$ cat src/sv/rcms_pkg.sv
// shared types, constants and the microcode rom for rod_cut_max_segments
// no dependencies; imported by every other source file
package rcms_pkg;

    localparam int LEN_W  = 10;
    localparam int PIECE_W = 10;
    localparam logic [LEN_W-1:0] COUNT_MAX = 10'd1023;

    // register map, index = paddr[3:2]
    typedef logic [1:0] reg_idx_t;
    localparam reg_idx_t REG_PIECE_A = 2'd0;
    localparam reg_idx_t REG_PIECE_B = 2'd1;
    localparam reg_idx_t REG_PIECE_C = 2'd2;

    typedef logic [2:0] step_t;
    localparam step_t S_IDLE = 3'd0;
    localparam step_t S_INIT = 3'd1;
    localparam step_t S_RA   = 3'd2;
    localparam step_t S_RB   = 3'd3;
    localparam step_t S_RC   = 3'd4;
    localparam step_t S_WR   = 3'd5;
    localparam step_t S_FIN  = 3'd6;

    typedef logic [1:0] rd_sel_t;
    localparam rd_sel_t RD_NONE = 2'd0;
    localparam rd_sel_t RD_A    = 2'd1;
    localparam rd_sel_t RD_B    = 2'd2;
    localparam rd_sel_t RD_C    = 2'd3;

    typedef logic [2:0] cond_t;
    localparam cond_t C_NEVER    = 3'd0;
    localparam cond_t C_IN_FIRE  = 3'd1;
    localparam cond_t C_TRIVIAL  = 3'd2;
    localparam cond_t C_NOT_LAST = 3'd3;
    localparam cond_t C_OUT_FREE = 3'd4;

    typedef struct packed {
        rd_sel_t rd_sel;     // which piece length forms the read address
        logic    rd_next;    // read relative to entry i+1
        logic    fold;       // fold last read into the accumulator
        logic    acc_clr;    // start a fresh entry
        logic    wr_entry;   // write entry i, advance i
        logic    init;       // write entry 0, i = 1
        logic    in_rdy;
        logic    out_load;
        cond_t   cond;
        logic    wait_here;  // condition false: hold instead of falling through
        step_t   target;
    } uword_t;

    typedef struct packed {
        logic trivial;   // rod is 0 or longer than the table
        logic not_last;  // i != rod length
        logic out_free;  // output register can take a result
    } dp_status_t;

    function automatic uword_t ucode(input step_t s);
        uword_t w;
        w = '0;
        unique case (s)
            S_IDLE:
            begin
                w.in_rdy    = 1'b1;
                w.cond      = C_IN_FIRE;
                w.wait_here = 1'b1;
                w.target    = S_INIT;
            end
            S_INIT:
            begin
                w.init   = 1'b1;
                w.cond   = C_TRIVIAL;
                w.target = S_FIN;
            end
            S_RA:
            begin
                w.rd_sel  = RD_A;
                w.acc_clr = 1'b1;
            end
            S_RB:
            begin
                w.rd_sel = RD_B;
                w.fold   = 1'b1;
            end
            S_RC:
            begin
                w.rd_sel = RD_C;
                w.fold   = 1'b1;
            end
            S_WR:
            begin
                // finish entry i and already start entry i+1
                w.fold     = 1'b1;
                w.wr_entry = 1'b1;
                w.acc_clr  = 1'b1;
                w.rd_sel   = RD_A;
                w.rd_next  = 1'b1;
                w.cond     = C_NOT_LAST;
                w.target   = S_RB;
            end
            S_FIN:
            begin
                w.out_load  = 1'b1;
                w.cond      = C_OUT_FREE;
                w.wait_here = 1'b1;
                w.target    = S_IDLE;
            end
            default:
            begin
                w.cond   = C_NEVER;
                w.target = S_IDLE;
                w.wait_here = 1'b0;
            end
        endcase
        return w;
    endfunction

endpackage

$ cat src/sv/rcms_seq.sv
// microcode sequencer: step counter, control rom lookup and conditional jumps
// depends on rcms_pkg
module rcms_seq (
    input  logic                clk,
    input  logic                rst_n,
    input  logic                in_valid,
    input  rcms_pkg::dp_status_t status,
    output rcms_pkg::uword_t    uw
);
    import rcms_pkg::*;

    step_t step_reg;
    step_t step_next;
    logic  cond_met;

    assign uw = ucode(step_reg);

    always_comb
    begin
        unique case (uw.cond)
            C_IN_FIRE:  cond_met = in_valid;
            C_TRIVIAL:  cond_met = status.trivial;
            C_NOT_LAST: cond_met = status.not_last;
            C_OUT_FREE: cond_met = status.out_free;
            default:    cond_met = 1'b0;
        endcase
    end

    always_comb
    begin
        priority if (cond_met)
            step_next = uw.target;
        else if (uw.wait_here)
            step_next = step_reg;
        else
            step_next = step_reg + 3'd1;
    end

    always_ff @(posedge clk or negedge rst_n)
    begin
        if (!rst_n)
            step_reg <= S_IDLE;
        else
            step_reg <= step_next;
    end

    a_accept_starts: assert property (@(posedge clk) disable iff (!rst_n)
        (step_reg == S_IDLE && in_valid) |=> step_reg == S_INIT)
        else $error("accepted transaction did not start the program");

    a_fin_entry: assert property (@(posedge clk) disable iff (!rst_n)
        $rose(step_reg == S_FIN) |-> ($past(step_reg) == S_INIT || $past(step_reg) == S_WR))
        else $error("result step entered from an unexpected step");

endmodule

$ cat config.mk
export PLATFORM = sky130hd
export DESIGN_NAME = rcms_seq
export DESIGN_NICKNAME = d
export VERILOG_FILES = /design/src/sv/rcms_pkg.sv /design/src/sv/rcms_seq.sv
export SDC_FILE = /design/constraint.sdc
export NUM_CORES = 1
export LEC_CHECK = 0
export CAP_MARGIN = 10
export CORE_AREA = 4 4 41 43
export DETAILED_ROUTE_END_ITERATION = 8
export DIE_AREA = 0 0 45 47
export DONT_BUFFER_PORTS = 1
export GPL_TIMING_DRIVEN = 0
export PLACE_DENSITY_LB_ADDON = 0.25
export SYNTH_ARGS = -nofsm -noshare
export SYNTH_HDL_FRONTEND = slang
export SYNTH_SLANG_ARGS = --single-unit
export TNS_END_PERCENT = 50
$ cat constraint.sdc
create_clock -name clk -period 1.9 [get_ports clk]
set_clock_uncertainty 0.15 [all_clocks]
set_input_delay 0.19 -clock clk [delete_from_list [all_inputs] [get_ports clk]]
set_output_delay 0.19 -clock clk [all_outputs]
set_load 0.1 [all_outputs]
# Yosys cells after proc, flatten, opt, wreduce, memory -nomap -nowiden
# Cells that the tools add are included.
# word_totals
regBits,3
inputBits,6
out_inout_bits,16
elab_cells,30
# classes
add_sub_neg,1
eq_ne,11
n_mux,13
n_reduce_logical,4
# ops
operator,n
equality test 3 x 2 -> 1 bit (second input constant),4
equality test 3 bit (second input constant),4
case mux 3 bit (4 select lines),1
case mux 3 bit (3 select lines),1
2-to-1 mux 1 bit,7
equality test 3 x 1 -> 1 bit (second input constant),2
2-to-1 mux 3 bit,2
case mux 2 bit (3 select lines),1
case mux 1 bit (4 select lines),1
OR reduction 2 bit,2
adder 3 x 1 -> 3 bit (second input constant),1
zero test 3 bit,1
OR reduction 3 bit,1
!= test 2 x 1 -> 1 bit (second input constant),1

# Logic depth before layout (Yosys ltp)
# Gate-level depths: netlist of run 1.
# logic_depth
word_depth,5
ltp_mapped,7
depth_no_buf,6

# Worst setup path before layout of run 1
# Ideal clock, no wire load.
# synth_path
path_kind,flip-flop to output port
start,reg step_reg[1]
end,out uw[15] (netlist bit)
t_arrival_ns,4.538
t_required_ns,1.560
slack_ns,-2.978
stages_incl_launch_ff,7
path_buffers,0
cell_sequence,dfrtp_1 -> inv_1 -> ha_1 -> mux2i_1 -> inv_1 -> o21ai_0 -> o21ai_0
# synth_rtl
element,line,text
"start, declared",rcms_seq.sv:12,step_t step_reg;
"start signal, assigned",rcms_seq.sv:44,step_reg <= step_next;
"end, declared",rcms_seq.sv:8,output rcms_pkg::uword_t uw

==> flow_metrics.tcl, run 1 <==
set metrics [dict create \
    outcome "complete, but fails checks" \
    violations "setup timing" \
    track_usage_pct 14.2 \
    fp.dieH_um 47 \
    area_delta_synth_final_pct 78.2 \
    synth_adder_area_share_pct 17.7 \
    place_inst 76 \
    arrival_ns 2.31 \
    synth.avg_cell_area_sq_um 8.10 \
    grt-ovfl-total 0 \
    grt_pass1_wl_mm 2.10 \
    period_minus_slack_ns 2.65 \
    setup_viol 13 \
    port_buffers 0 \
    cts.sinks 3 \
    r2r_start "step_reg[1]" \
    fillers 86 \
    wl_per_cell_um 15.5 \
    clkTransAtPathRegs_ns 0.04 \
    fin_nets 91 \
    yosys_warnings 0 \
    grt_pass1_vias 454 \
    antenna_found_initial 0 \
    layout.cells.non_filler 92 \
    hold_class "in -> async" \
    synth_top_family_by_area "simple AND/OR/NAND/NOR gates" \
    syn_inst 61 \
    r2r_cells 8 \
    endpoint_kind "output pin" \
    cts_tree "yes" \
    tightest_slew_ns 0.695 \
    max_cap_violations 0 \
    reg2reg_setup_slack_ns -0.41 \
    rsz0062_at_grt "true" \
    tritoncts.num_buffers 3 \
    drt_first_pass_iters 6 \
    core_area_sq_mm 0.00130 \
    routabilityCongestion 0.700 \
    synthSimpleGateAreaFrac_pct 24.1 \
    drv_slew 0 \
    drc 0 \
    critPathRequiredTime_ns 1.56 \
    path_class "reg -> out" \
    row_count 13 \
    max_freq_ghz 0.378 \
    vias_per_cell 5.50 \
    ys_types 27 \
    syn_nets 74 \
    yosysSeqAreaShare_pct 15.2 \
    dieArea_sq_mm 0.00212 \
    cts_root_buf "clkbuf_4" \
    hold_viol 0 \
    finalCritPeriodShare_pct 139 \
    hpwl_um 939 \
    ant_nets 0 \
    synth_edf_count 0 \
    grt_max_degree 11 \
    drive_gt1_share_pct 66.2 \
    yosys-mux-area-fraction_pct 6.33 \
    diodes 0 \
    largest_reg_flops 3 \
    first_iter_violations 7 \
    synth_compound_area_share_pct 20.5 \
    async_flop_share_pct 100 \
    clockBufferDepth 2 \
    ys_seq_elements 3 \
    synth_xor_area_share_pct 1.77 \
    r2r_end "step_reg[1]" \
    slew_headroom_pct 53.5 \
    io_pins 22 \
    insertion_delay_ns 0.23 \
    start_util_pct 38.0 \
    die_x_um 45 \
    cts_htree_levels 1 \
    cp_max_fo 8 \
    vias 506 \
    synthFlopType "dfrtp_1" \
    drt-total-wl_mm 1.42 \
    synth_area_sq_um 494 \
    worst_setup_path_start_kind "flip-flop" \
    setup_ws_ns -0.748 \
]
## Yosys cell counts (2+ instances only)
library cell,count,share of area (%)
inv_1,6,4.6
ha_1,7,18
nand2_1,6,4.6
o21ai_0,4,4.1
buf_4,5,7.6
dfrtp_1,3,15
a21oi_1,2,2.0
nor2_1,6,4.6
mux2i_1,2,4.1
nand2b_1,3,3.8
## metal layers
layer,vias to the layer above,global-route usage [%],wire length [um]
li1,236,-,-
met1,246,14.8,501
met2,20,26.6,803
met3,4,2.30,91
met4,0,8.77,27
met5,-,0,0
## area by class of cell
class	count	area, sq um	area share (%)
Multi-Input combinational cell	46	532	60.4
Buffer	6	98.8	11.2
Timing Repair Buffer	12	96.3	10.9
Sequential cell	3	76.3	8.66
Inverter	6	32.5	3.69
Clock buffer	4	26.3	2.98
Tap cell	15	18.8	2.13
## critical path: stages (launching register included)
cell and delay, ns:
dfrtp_1 0.39, inv_2 0.08, ha_4 0.38, mux2i_4 0.14, clkinvlp_4 0.39, o21ai_4 0.09, o21ai_4 0.59
## worst max-delay path by stage
stage | to | startpoint | depth (start not counted) | slack [ns]
final | uw[15] | step_reg[1] | 6 | -0.75
after global routing | uw[15] | step_reg[1] | 6 | -0.83
after CTS | uw[15] | step_reg[1] | 6 | -0.75
after detailed placement | uw[7] | step_reg[0] | 5 | -0.69
after global placement | uw[7] | step_reg[0] | 5 | -0.69
after floorplan | uw[15] | step_reg[1] | 6 | -0.53
## stage by stage
| step | instance area (sq um) | worst slack (ns) | setup TNS (ns) | utilization, % | hold slack [ns] |
|---|---|---|---|---|---|
| global placement | 564 | -0.687 | -4.47 | 43.4 | -0.256 |
| CTS | 753 | -0.746 | -3.80 | 57.9 | 0.0450 |
| finish | 881 | -0.748 | -3.03 | 67.7 | 0.0529 |
| floorplan | 546 | -0.531 | -3.03 | - | -0.256 |
| detailed placement | 564 | -0.690 | -4.58 | 43.4 | -0.256 |
| global route | 881 | -0.834 | -3.92 | 67.7 | 0.0347 |
## logic make-up (layout without fill, tap and decap cells)
| group | Yosys count | in the layout |
|---|---|---|
| and+or+nand+nor | 22 | 22 |
| AOI/OAI and AO/OA | 13 | 13 |
| muxes | 3 | 3 |
| buffers and inverters | 12 | 28 |
| adders and majority gates | 7 | 7 |
| xor gates and xnor gates | 1 | 1 |
| DFF | 3 | 3 |
## cell usage in the layout, fill, tap and decap left out, types with 2 or more instances in the layout
cell type / instances
inv_1: 2
ha_4: 6
buf_12: 4
nand2_1: 4
nand2_8: 2
dfrtp_1: 2
nand2b_4: 2
nor2_1: 5
buf_4: 11
a21oi_1: 2
buf_6: 2
and2b_4: 2
clkbuf_4: 3
o21ai_4: 2
clkinvlp_4: 2
## timing repair
item | CTS | global route
setup endpoints to repair | 15 | 15
resized for setup | 27 | 18
hold endpoints to repair | 3 | 0
pin swaps | 3 | 3
cloned | 0 | 0
buffers inserted | 6 | 6
hold buffers | 1 | 0
Power of run 1 is left out: the tool's default activity adds up to more than one toggle a clock period on the data nets, which glitch-free logic cannot reach.
==> inputs of run 2 (changes only) <==
Settings changed: CORE_AREA 4 4 41 43 to default, CORE_MARGIN from default to 4, CORE_UTILIZATION from default to 38, CTS_CLUSTER_SIZE from default to 14, DIE_AREA 0 0 45 47 to default.
==> run 2 against run 1 <==
  * The run still ends with setup timing left
  * Worst hold slack worse by 0.0031 ns
  * Maximum frequency up 0.39%
  * Die area down 8.2%
  * Wire length down 12%
  * Design area down 9.1%
  * Critical endpoint unchanged
  * Largest cell class unchanged
==> flow_metrics.tcl, run 2 (synthesized netlist as in run 1, its figures left out) <==
set metrics [dict create \
    grt_pass1_wl_mm 1.82 \
    fin_nets 86 \
    drv_slew 0 \
    largest_reg_flops 3 \
    row_count 12 \
    setup_ws_ns -0.738 \
    routabilityCongestion 0.698 \
    outcome "complete, but fails checks" \
    cts_root_buf "clkbuf_4" \
    final_area_sq_um 801 \
    max_freq_ghz 0.379 \
    crit_slowest_cell "o21ai_4" \
    core_area_sq_mm 0.00117 \
    clockBufferDepth 2 \
    port_buffers 0 \
    crit_path_cell_trace "inv_2 -> ha_4 -> mux2i_4 -> clkinvlp_4 -> o21ai_2 -> o21ai_4" \
    fp.dieH_um 44.1 \
    first_iter_violations 3 \
    path_class "reg -> out" \
    cts_tree "yes" \
    hold_class "in -> async" \
    hpwl_um 882 \
    final_common_cell "buf_4" \
    grt_pass1_vias 435 \
    cts.sinks 3 \
    io_pins 22 \
    placed_area_sq_um 563 \
    dp_slack_ns -0.689 \
    slowest_delay_ns 0.57 \
    dieArea_sq_mm 0.00194 \
    grt_max_degree 11 \
    vias_per_cell 5.37 \
    tightest_slew_ns 0.896 \
    worst_setup_path_start_kind "flip-flop" \
    max_cap_violations 0 \
    cts_htree_levels 1 \
    arrival_ns 2.30 \
    vias 462 \
    die_x_um 44.1 \
    tritoncts.num_buffers 3 \
    area_delta_synth_final_pct 62.0 \
    ant_nets 0 \
    clkTransAtPathRegs_ns 0.04 \
    track_usage_pct 12.6 \
    critPathRequiredTime_ns 1.56 \
    wl_per_cell_um 14.6 \
    drt_first_pass_iters 2 \
    start_util_pct 42.2 \
    grt-ovfl-total 0 \
    rsz0062_at_grt "true" \
    drc 0 \
    setup_viol 12 \
    insertion_delay_ns 0.23 \
    final_cell_mix "buf_4 (7), nand2_1 (5), nor2_1 (5), ha_4 (4), buf_12 (4)" \
    endpoint_kind "output pin" \
    slew_headroom_pct 40.1 \
    fillers 93 \
    violations "setup timing" \
    finalCritPeriodShare_pct 139 \
    drive_gt1_share_pct 65.3 \
    cp_max_fo 8 \
    drt-total-wl_mm 1.26 \
    diodes 0 \
    hold_viol 0 \
    antenna_found_initial 0 \
    period_minus_slack_ns 2.64 \
]
[run 2: final timing paths]
check                       startpoint          end  slack (ns)  cells past startpoint
setup reg to reg           step_reg[1]  step_reg[1]       -0.32                      7
hold reg to reg            step_reg[1]  step_reg[1]        0.70                      3
min in group clk             status[0]  step_reg[1]        0.11                      3
hold / removal                   rst_n  step_reg[1]        0.05                      1
setup / recovery           step_reg[1]       uw[15]       -0.74                      6
max in group asynchronous        rst_n  step_reg[0]        1.39                      1
[run 2: timing repair]
item                       in CTS  in global routing
cloned                          0                  0
buffers inserted                4                  3
hold endpoints to repair        3                  0
pin swaps                       5                  5
resized for setup              20                 19
setup endpoints to repair      17                 14
hold buffers                    1                  0
[run 2: area by class of cell]
type                            count  area, sq um  area share (%)
Multi-Input combinational cell     46          497            62.0
Sequential cell                     3         76.3            9.53
Timing Repair Buffer                7         55.1            6.87
Buffer                              6         98.8            12.3
Tap cell                           14         17.5            2.19
Inverter                            6         30.0            3.75
Clock buffer                        4         26.3            3.28
[run 2: routing by layer]
| layer | global-route usage, % | routed length (um) | vias to the layer above |
|---|---|---|---|
| met4 | 10.2 | 35 | 0 |
| met2 | 22.4 | 641 | 16 |
| met3 | 0.407 | 77 | 4 |
| li1 | - | - | 221 |
| met5 | 0 | 0 | - |
| met1 | 13.9 | 503 | 221 |
[run 2: critical path, delay by kind of cell (launching register included)]
| family | cells | cell delay, ns |
|---|---|---|
| mux | 1 | 0.14 |
| buf+inv | 2 | 0.46 |
| fa+ha+maj | 1 | 0.38 |
| flops | 1 | 0.39 |
| compound gates | 2 | 0.69 |
[run 2: stage by stage]
stage	utilization, %	hold slack [ns]	TNS, ns	cells
after floorplan	-	-0.256	-3.03	61
after global placement	48.1	-0.256	-4.30	75
after detailed placement	48.1	-0.256	-4.58	75
after CTS	59.0	0.0436	-4.12	84
after global routing	68.4	0.0418	-3.43	86
final	68.4	0.0499	-2.71	86
Power of run 2 is left out for the same reason.
==> inputs of run 3 (changes only) <==
Settings changed: GPL_TIMING_DRIVEN 0 to default.
==> run 3 against run 2 <==
  * The flow still finishes with violations (setup timing)
  * Wire length grew 25%
  * Worst setup slack gained 0.56 ns
  * Cell count grew 23%
  * Utilization grew 18 points
  * Flip-flop and latch count is the same
  * Non-clock buffer count grew 20
  * Sequential share of layout area shrank 2.0 points
  * Maximum frequency grew 27%
  * First-iteration DRC count shrank 67%
  * Clock-buffer cell count is the same
  * Critical endpoint unchanged
  * Highest routed layer unchanged
==> flow_metrics.tcl, run 3 (synthesized netlist as in run 1, its figures left out) <==
set metrics [dict create \
    outcome "complete, but fails checks" \
    violations "setup timing" \
    reg2reg_setup_slack_ns -0.11 \
    fillers 59 \
    multiInputGateArea_sq_um 457 \
    arrival_ns 1.74 \
    ant_nets 0 \
    cp_max_fo 4 \
    fin_nets 106 \
    drc 0 \
    cts_htree_levels 1 \
    vias 537 \
    port_buffers 0 \
    final_cell_mix "buf_4 (17), buf_12 (8), nor2_1 (6), nand2_1 (5), buf_6 (5)" \
    tritoncts.num_buffers 3 \
    hpwl_mm 1.09 \
    clkTransAtPathRegs_ns 0.04 \
    setup_ws_ns -0.175 \
    grt-ovfl-total 0 \
    seq_area_sq_um 76.3 \
    drt_first_pass_iters 2 \
    r2r_cells 8 \
    diodes 0 \
    grt_pass1_wl_mm 2.50 \
    r2r_end "step_reg[0]" \
    max_cap_violations 0 \
    period_minus_slack_ns 2.08 \
    io_pins 22 \
    rsz0062_at_grt "true" \
    dieArea_sq_mm 0.00194 \
    worst_setup_path_start_kind "flip-flop" \
    drv_slew 0 \
    grt_pass1_vias 580 \
    fin_util_pct 86.6 \
    grt_max_degree 9 \
    r2r_start "step_reg[0]" \
    core_area_sq_mm 0.00117 \
    first_iter_violations 1 \
    start_util_pct 42.2 \
    hold_class "in -> async" \
    track_usage_pct 18.0 \
    drive_gt1_share_pct 67.4 \
    area_delta_synth_final_pct 105 \
    cts.sinks 3 \
    whs_ns 0.0592 \
    vias_per_cell 5.07 \
    die_x_um 44.1 \
    largest_reg_flops 3 \
    cp-startpoint "step_reg[0]" \
    path_class "reg -> out" \
    hold_viol 0 \
    antenna_found_initial 0 \
    slew_headroom_pct 81.2 \
    insertion_delay_ns 0.23 \
    clockBufferDepth 2 \
    cts_tree "yes" \
    critPathRequiredTime_ns 1.56 \
    routabilityCongestion 0.880 \
    fp.dieH_um 44.1 \
    drt-total-wl_mm 1.57 \
    finalCritPeriodShare_pct 109 \
    row_count 12 \
    endpoint_kind "output pin" \
    cts_root_buf "clkbuf_4" \
    max_freq_ghz 0.482 \
    final_common_cell "buf_4" \
    tightest_slew_ns 0.277 \
    wl_per_cell_um 14.8 \
    setup_viol 8 \
]
-- run 3: worst max path at each step --
stage	endpoint	slack [ns]	cells past startpoint
after global routing	uw[15]	-0.25	6
final	uw[15]	-0.18	6
after global placement	uw[15]	0.04	6
after CTS	uw[15]	-0.1	7
after detailed placement	uw[15]	0.04	6
after floorplan	uw[15]	-0.53	6
-- run 3: worst max-delay path, stage by stage (launching register included) --
cell and delay, ns:
dfrtp_2 0.43, ha_2 0.20, ha_1 0.19, o311ai_1 0.27, buf_4 0.18, o21ai_4 0.06, buf_12 0.16
-- run 3: repair_timing --
item / in CTS / in global routing
pin swaps: 3 / 3
buffers inserted: 3 / 5
endpoints found under the setup margin: 9 / 13
gates resized for setup: 11 / 17
hold buffers: 1 / 0
endpoints found under the hold margin: 3 / 0
cloned: 0 / 0
-- run 3: cell type report --
cell class | count | area share [%]
multi-input cells | 46 | 45.0
flip-flops and latches | 3 | 7.52
well taps | 14 | 1.73
inverters | 6 | 2.84
clock buffers | 4 | 2.59
repair buffers | 33 | 40.3
-- run 3: metal layers --
layer,vias to the layer above,share of wire [%],GRT usage [%]
met5,-,0,0
met4,0,2.7,11.4
met3,6,5.1,5.69
met2,19,55,33.1
met1,247,37,16.7
li1,265,-,-
-- run 3: metrics by stage --
step                      TNS (ns)  worst slack (ns)  instance area [sq um]  std cells
after floorplan              -3.03            -0.531                    546         61
after global placement           0            0.0406                    808         93
after detailed placement         0            0.0370                    808         93
after CTS                   -0.264           -0.0964                    903        101
after global routing         -1.60            -0.255                   1010        106
final                       -0.815            -0.175                   1010        106
Power of run 3 is left out for the same reason.
